File: src/hdl/bpfa_pkg.sv
package bpfa_pkg;

	localparam int NumPages  = 4096;
	localparam int MaxOrder  = 10;
	localparam int WordBits  = 32;
	localparam int NumWords  = NumPages / WordBits;
	localparam int PageW     = 12;
	localparam int WordIdxW  = 7;
	localparam int BitIdxW   = 5;
	localparam int CountW    = 13;

	localparam logic [2:0] ST_OK        = 3'd0;
	localparam logic [2:0] ST_NO_KERNEL = 3'd1;
	localparam logic [2:0] ST_TOO_FEW   = 3'd2;
	localparam logic [2:0] ST_NO_RUN    = 3'd3;
	localparam logic [2:0] ST_PAGE_ZERO = 3'd4;

	typedef enum logic [1:0] {
		OP_ALLOC   = 2'd0,
		OP_FREE    = 2'd1,
		OP_RESERVE = 2'd2,
		OP_RELEASE = 2'd3
	} op_t;

	typedef struct packed {
		logic [1:0]  opcode;
		logic [11:0] page_number;
		logic [3:0]  order;
		logic [12:0] range_count;
		logic        kernel_flag;
	} req_t;

	typedef struct packed {
		logic [2:0]  status;
		logic [11:0] start_page;
		logic [12:0] pages_in_use;
	} rsp_t;

	typedef enum logic [2:0] {
		S_CLEAR,
		S_IDLE,
		S_SCAN_RD,
		S_SCAN,
		S_WR_RD,
		S_WR,
		S_DONE
	} state_t;

	typedef struct packed {
		logic             we;
		logic [WordIdxW-1:0] addr;
		logic [WordBits-1:0] wdata;
	} mem_ctl_t;

endpackage

File: src/hdl/bpfa_bitmap_ram.sv
module bpfa_bitmap_ram
	import bpfa_pkg::*;
(
	input  logic                clk,
	input  mem_ctl_t            ctl,
	output logic [WordBits-1:0] rdata
);

	logic [WordBits-1:0] mem [NumWords];

	always_ff @(posedge clk) begin
		if (ctl.we) begin
			mem[ctl.addr] <= ctl.wdata;
		end
		rdata <= mem[ctl.addr];
	end

endmodule

File: config.mk
export PLATFORM = sky130hd
export DESIGN_NAME = bpfa_bitmap_ram
export DESIGN_NICKNAME = d
export VERILOG_FILES = /design/src/hdl/bpfa_pkg.sv /design/src/hdl/bpfa_bitmap_ram.sv
export SDC_FILE = /design/constraint.sdc
export NUM_CORES = 2
export LEC_CHECK = 0
export ABC_AREA = 0
export BUFFER_PORTS_ARGS = -buffer_cell sky130_fd_sc_hd__buf_2
export CORE_ASPECT_RATIO = 1.4
export CORE_UTILIZATION = 30
export DETAILED_ROUTE_END_ITERATION = 16
export GPL_ROUTABILITY_DRIVEN = 0
export PLACE_DENSITY = 0.46
export RECOVER_POWER = 100
export SYNTH_ARGS = -nofsm -noshare
export SYNTH_HDL_FRONTEND = slang
export SYNTH_SLANG_ARGS = --single-unit
File: constraint.sdc
create_clock -name clk -period 6 [get_ports clk]
set_input_delay 1.2 -clock clk [delete_from_list [all_inputs] [get_ports clk]]
set_output_delay 1.2 -clock clk [all_outputs]
set_load 0.05 [all_outputs]
* After elaboration in Yosys (flattened, before gate mapping)
Memories as Yosys holds them, arrays and structs flattened. A register that Yosys moved wholly into a read port is not among the register bits.
Cells that the tools add are included.
** Storage, ports and cells
- Memory bits (writable) :: 4096
- Memories kept :: 1
- Word-level logic and storage cells :: 3
- Bits in registers :: 0
- Bits of input ports :: 41
- Output and inout bits :: 32
** Operators by class
- Multiplexer cells :: 2
** Memory list
- mem :: depth 128, width 32, read ports 1, clocked after Yosys merged registers in 1, wr ports 1, line bpfa_bitmap_ram.sv:9 : logic [WordBits-1:0] mem [NumWords];
** Operators by type and width (count)
- $mux W1 :: 2

* Longest topological paths before layout
- Depth after elaboration :: 2
- Depth in mapped cells :: 12
- Depth with buffers taken out :: 6

* Worst setup path before layout
OpenSTA, ideal clock, no wires.
- Path kind :: input to register
- From :: in ctl[34] (netlist name)
- To :: mem mem[72][0] (enable)
- Stages :: 9
- Data required time :: 5498 ps
- Setup time :: 502 ps
- Arrival :: 5639 ps
- Slack :: -141 ps
- Buffers on the path :: 8
- Cell sequence :: buf_2 buf_4 buf_4 buf_2 buf_2 buf_2 clkbuf_1 buf_2 nor4_1
** RTL lines
- from (decl) :: line bpfa_bitmap_ram.sv:5 : input mem_ctl_t ctl,
- to (decl) :: line bpfa_bitmap_ram.sv:9
No word-level cell before the write port.

* Worst setup path in the final report
- From :: in ctl[35] (netlist name)
- To :: mem mem[107][16] (enable)
No word-level cell before the write port.

==> impl_results.md <==
- Status: finished with violations
- Violated checks: design-rule violations, max-capacitance violations, max-slew violations
- Sw Pwr: 14.6 mW
- Yosys reg bits: 4,128
- Fillers: 49,235
- Synth Net Count: around 9,000
- Cts bufs inserted: 387
- CORE AREA: 0.522 mm^2
- Worst vdd ir: ~0.25 mV
- Worst setup EP type: flop
- Hold depth: 1
- Internal power: 46.8 mW
- Wire per inst: 39.3 um
- Worst Clk Skew: 0.0641 ns
- Simple-gate share of the synthesized area: 0.0273
- # DRC: 9
- Final setup TNS: 0 ns
- Mapped Avg Cell Area: 17.6 um^2
- DP Area: 0.171 mm^2
- Cts hold-fix bufs: 0
- Routed WL: 660,000 um
- P&R area growth vs syn: 16.1%
- Die Wd: 614 um
- CP Data Arrival Time: 6.12 ns
- Power consumption: 61.4 mW
- Antenna Nets Post-Route: 0
- CTS Root Cell: clkbuf_16
- Critical Path RT: between 6 and 7 ns
- Number of global-route vias before repair: ~94,000
- Fin crit period: around 5.5 ns
- Htree depth: 5
- Mapped Cells: 8,954
- DR vias: 96,808
- Commonest non-fill, non-tap cells in the layout: edfxtp_1, a221oi_1, a22oi_1
- Via density: 5.76
- TritonCTS clock tree: done
- Startpoint Class: input port
- Total global routing overflow: 0
- Multi-input logic area: 0.0311 mm^2
- Violation count after the first detailed-route iteration: approximately 14,000
- Clock Path Buffers: 4
- Initial antenna violation count: 98
- P per Cell Area: 336 mW/mm^2
- Die Area: roughly 0.53 mm^2
- Compound-Gate Fraction of Synth Area: 0.128
- Port Buffers: 72
- Largest net degree at the start of global routing: 129
- Reg power frac: 0.522
- Fmax: 181 MHz
- Post-synthesis mux area share: 0.0381
- R2R cell count: 7
- Final Hold Violating Endpoints: 0
- Worst-path maximum fanout: 15
- NumNets Final: 9,388
- Sink Count: 4,128
- Asr flop ratio synth: 0
- Drt pass-1 iters: 14
- CTS-repair resized insts: 0
- Final setup fails: 0
- Die Height: 859 um
- Min-delay worst type: input port to flop
- Worst setup path start: ctl[35]
- FF/Latch Area: 0.124 mm^2
- # Post-CTS Setup Buffers: 0
- Most common cell after layout, fill and taps aside: edfxtp_1
- Post-Syn Area: roughly 0.16 mm^2
- EDFF count, synth: 4,096
- Reg clk slew, reported paths: 0.06 ns
- R2r setup slk: 2.67 ns
- Max-cap check violation count: 100
- Clock power share: 0.409
- XOR/XNOR share of the synthesized area: 0
- Largest area contributor in the synthesized netlist: edfxtp_1
- Tot GR Track Use: 0.244
- Starting Density: 0.301
- Crit Path Category: input port to flop
- First-pass GRT wire length: 871,000 um
- Final-report max-slew violation count: 4,209
- Leak: 55.3 nW
- Post-detail-place hpwl: 413,000 um
- Final core occ: 0.350
- Synth unique cells: 76
- Combinational fraction of design power: 0.069
- Number of core rows: 314
- Register area share after synthesis: 0.786
- Unrepaired setup endpoints after global routing: no
- Synth top area share: 0.782
- Worst Hold Path EP: mem[6][6]
- Switching share of total power: 0.237
- Worst-Skew Late Latency: 0.99 ns
- Adder-cell share of the synthesized area: 0
- Share of layout cells above drive strength 1: 0.168
- Worst slew margin: -2.52
- Design Area, Final: 0.183 mm^2
- Largest family of logic cells by synthesized area: compound AO/OA/AOI/OAI gates
- Hold path start: ctl[6]
- Synthesis Warnings: 0
- Period utilization: 0.922
- Reg2reg end: rdata[28]
- Dominant synthesized flop cell: edfxtp_1
- Ports: 73
- Top area cells in the synthesized netlist: edfxtp_1, a221oi_1, a22oi_1, mux2_2, a21oi_1
- FF-to-FF Start: mem[35][28]
- Worst-Margin Slew: 5.27 ns
==> metrics by stage <==
step,hold slack [ns],setup slack (ns),cells
global route,0.524,0.759,16765
detailed placement,0.708,0.476,15910
global placement,0.704,0.346,15903
floorplan,0.551,-0.141,8954
finish,0.558,0.466,16805
CTS,0.408,1.51,16609
==> flip-flops by register name, summed over array words and instances (netlist names) <==
signal	cells
rdata	32
mem	4096
==> synthesized netlist by cell type (9+ instances only) <==
cell / count
a222oi_1: 44
nor2_1: 290
o211ai_1: 17
o22ai_1: 170
a221oi_1: 847
o32ai_1: 13
clkbuf_1: 324
nand2_1: 241
o311a_1: 9
o221ai_1: 49
a221o_1: 64
edfxtp_1: 4096
nand4_1: 14
a22o_1: 43
a211oi_1: 43
o2111a_1: 10
mux2_2: 277
nand4b_1: 9
buf_1: 135
o2bb2ai_1: 25
nor2b_1: 108
o22a_1: 31
nor3_1: 43
o21ai_0: 324
dfxtp_1: 32
mux4_2: 70
nand3b_1: 31
a21o_1: 15
nor4_1: 9
o2111ai_1: 17
mux2i_1: 127
buf_4: 26
a31oi_1: 21
or4_1: 13
buf_2: 239
or2_2: 16
a22oi_1: 468
and3_1: 14
nand3_1: 27
a211o_1: 19
nand2b_1: 22
a21oi_1: 425
o221a_2: 10
==> per-layer routing <==
| layer | share of wire | global-route usage | vias up |
|---|---|---|---|
| met5 | 0.00025 | 0 | - |
| li1 | - | - | 38521 |
| met1 | 0.36 | 0.296 | 51776 |
| met3 | 0.079 | 0.0393 | 1243 |
| met2 | 0.47 | 0.397 | 5242 |
| met4 | 0.086 | 0.169 | 26 |
==> power groups by stage <==
stage / combinational, mW / sequential [mW] / clock, mW
floorplan: 1.56 / 32.6 / 0
global placement: 4.21 / 32.6 / 0
detailed placement: 4.25 / 32.6 / 0
CTS: 4.26 / 32.0 / 25.4
global route: 4.29 / 32.1 / 26.3
finish: 4.24 / 32.1 / 25.1
==> critical path, cell delays in order <==
cell	delay, ns
buf_2	0.39
nor2b_1	0.33
clkbuf_1	1.62
nand2_1	0.69
clkbuf_1	0.55
nor2_4	0.57
clkbuf_1	0.72
==> worst max-delay path by stage <==
stage	end	slack, ns	cells after the start
after global placement	rdata[28]	0.35	9
after CTS	rdata[9]	1.51	8
after detailed placement	rdata[9]	0.48	8
after global routing	mem[120][8]	0.76	2
final	mem[107][16]	0.47	7
after floorplan	mem[72][0]	-0.14	9
==> layout make-up <==
| class | count | share of cell area |
|---|---|---|
| Clock inverter | 230 | 0.0128 |
| Clock buffer | 469 | 0.0557 |
| Multi-Input combinational cell | 4092 | 0.170 |
| Antenna cell | 196 | 0.00269 |
| Timing Repair Buffer | 731 | 0.0336 |
| Tap cell | 6952 | 0.0476 |
| Sequential cell | 4128 | 0.677 |
| Inverter | 7 | 0.000281 |
==> cells by family (layout without fill, tap and decap cells) <==
| logic type | Yosys count | count (layout) |
|---|---|---|
| AO/OA/AOI/OAI | 2731 | 2731 |
| buffers and inverters | 734 | 1437 |
| flip-flops | 4128 | 4128 |
| multiplexers | 476 | 476 |
| other | 0 | 196 |
| AND/OR/NAND/NOR | 885 | 885 |
No activity file was read; power rests on OpenSTA's default activity.
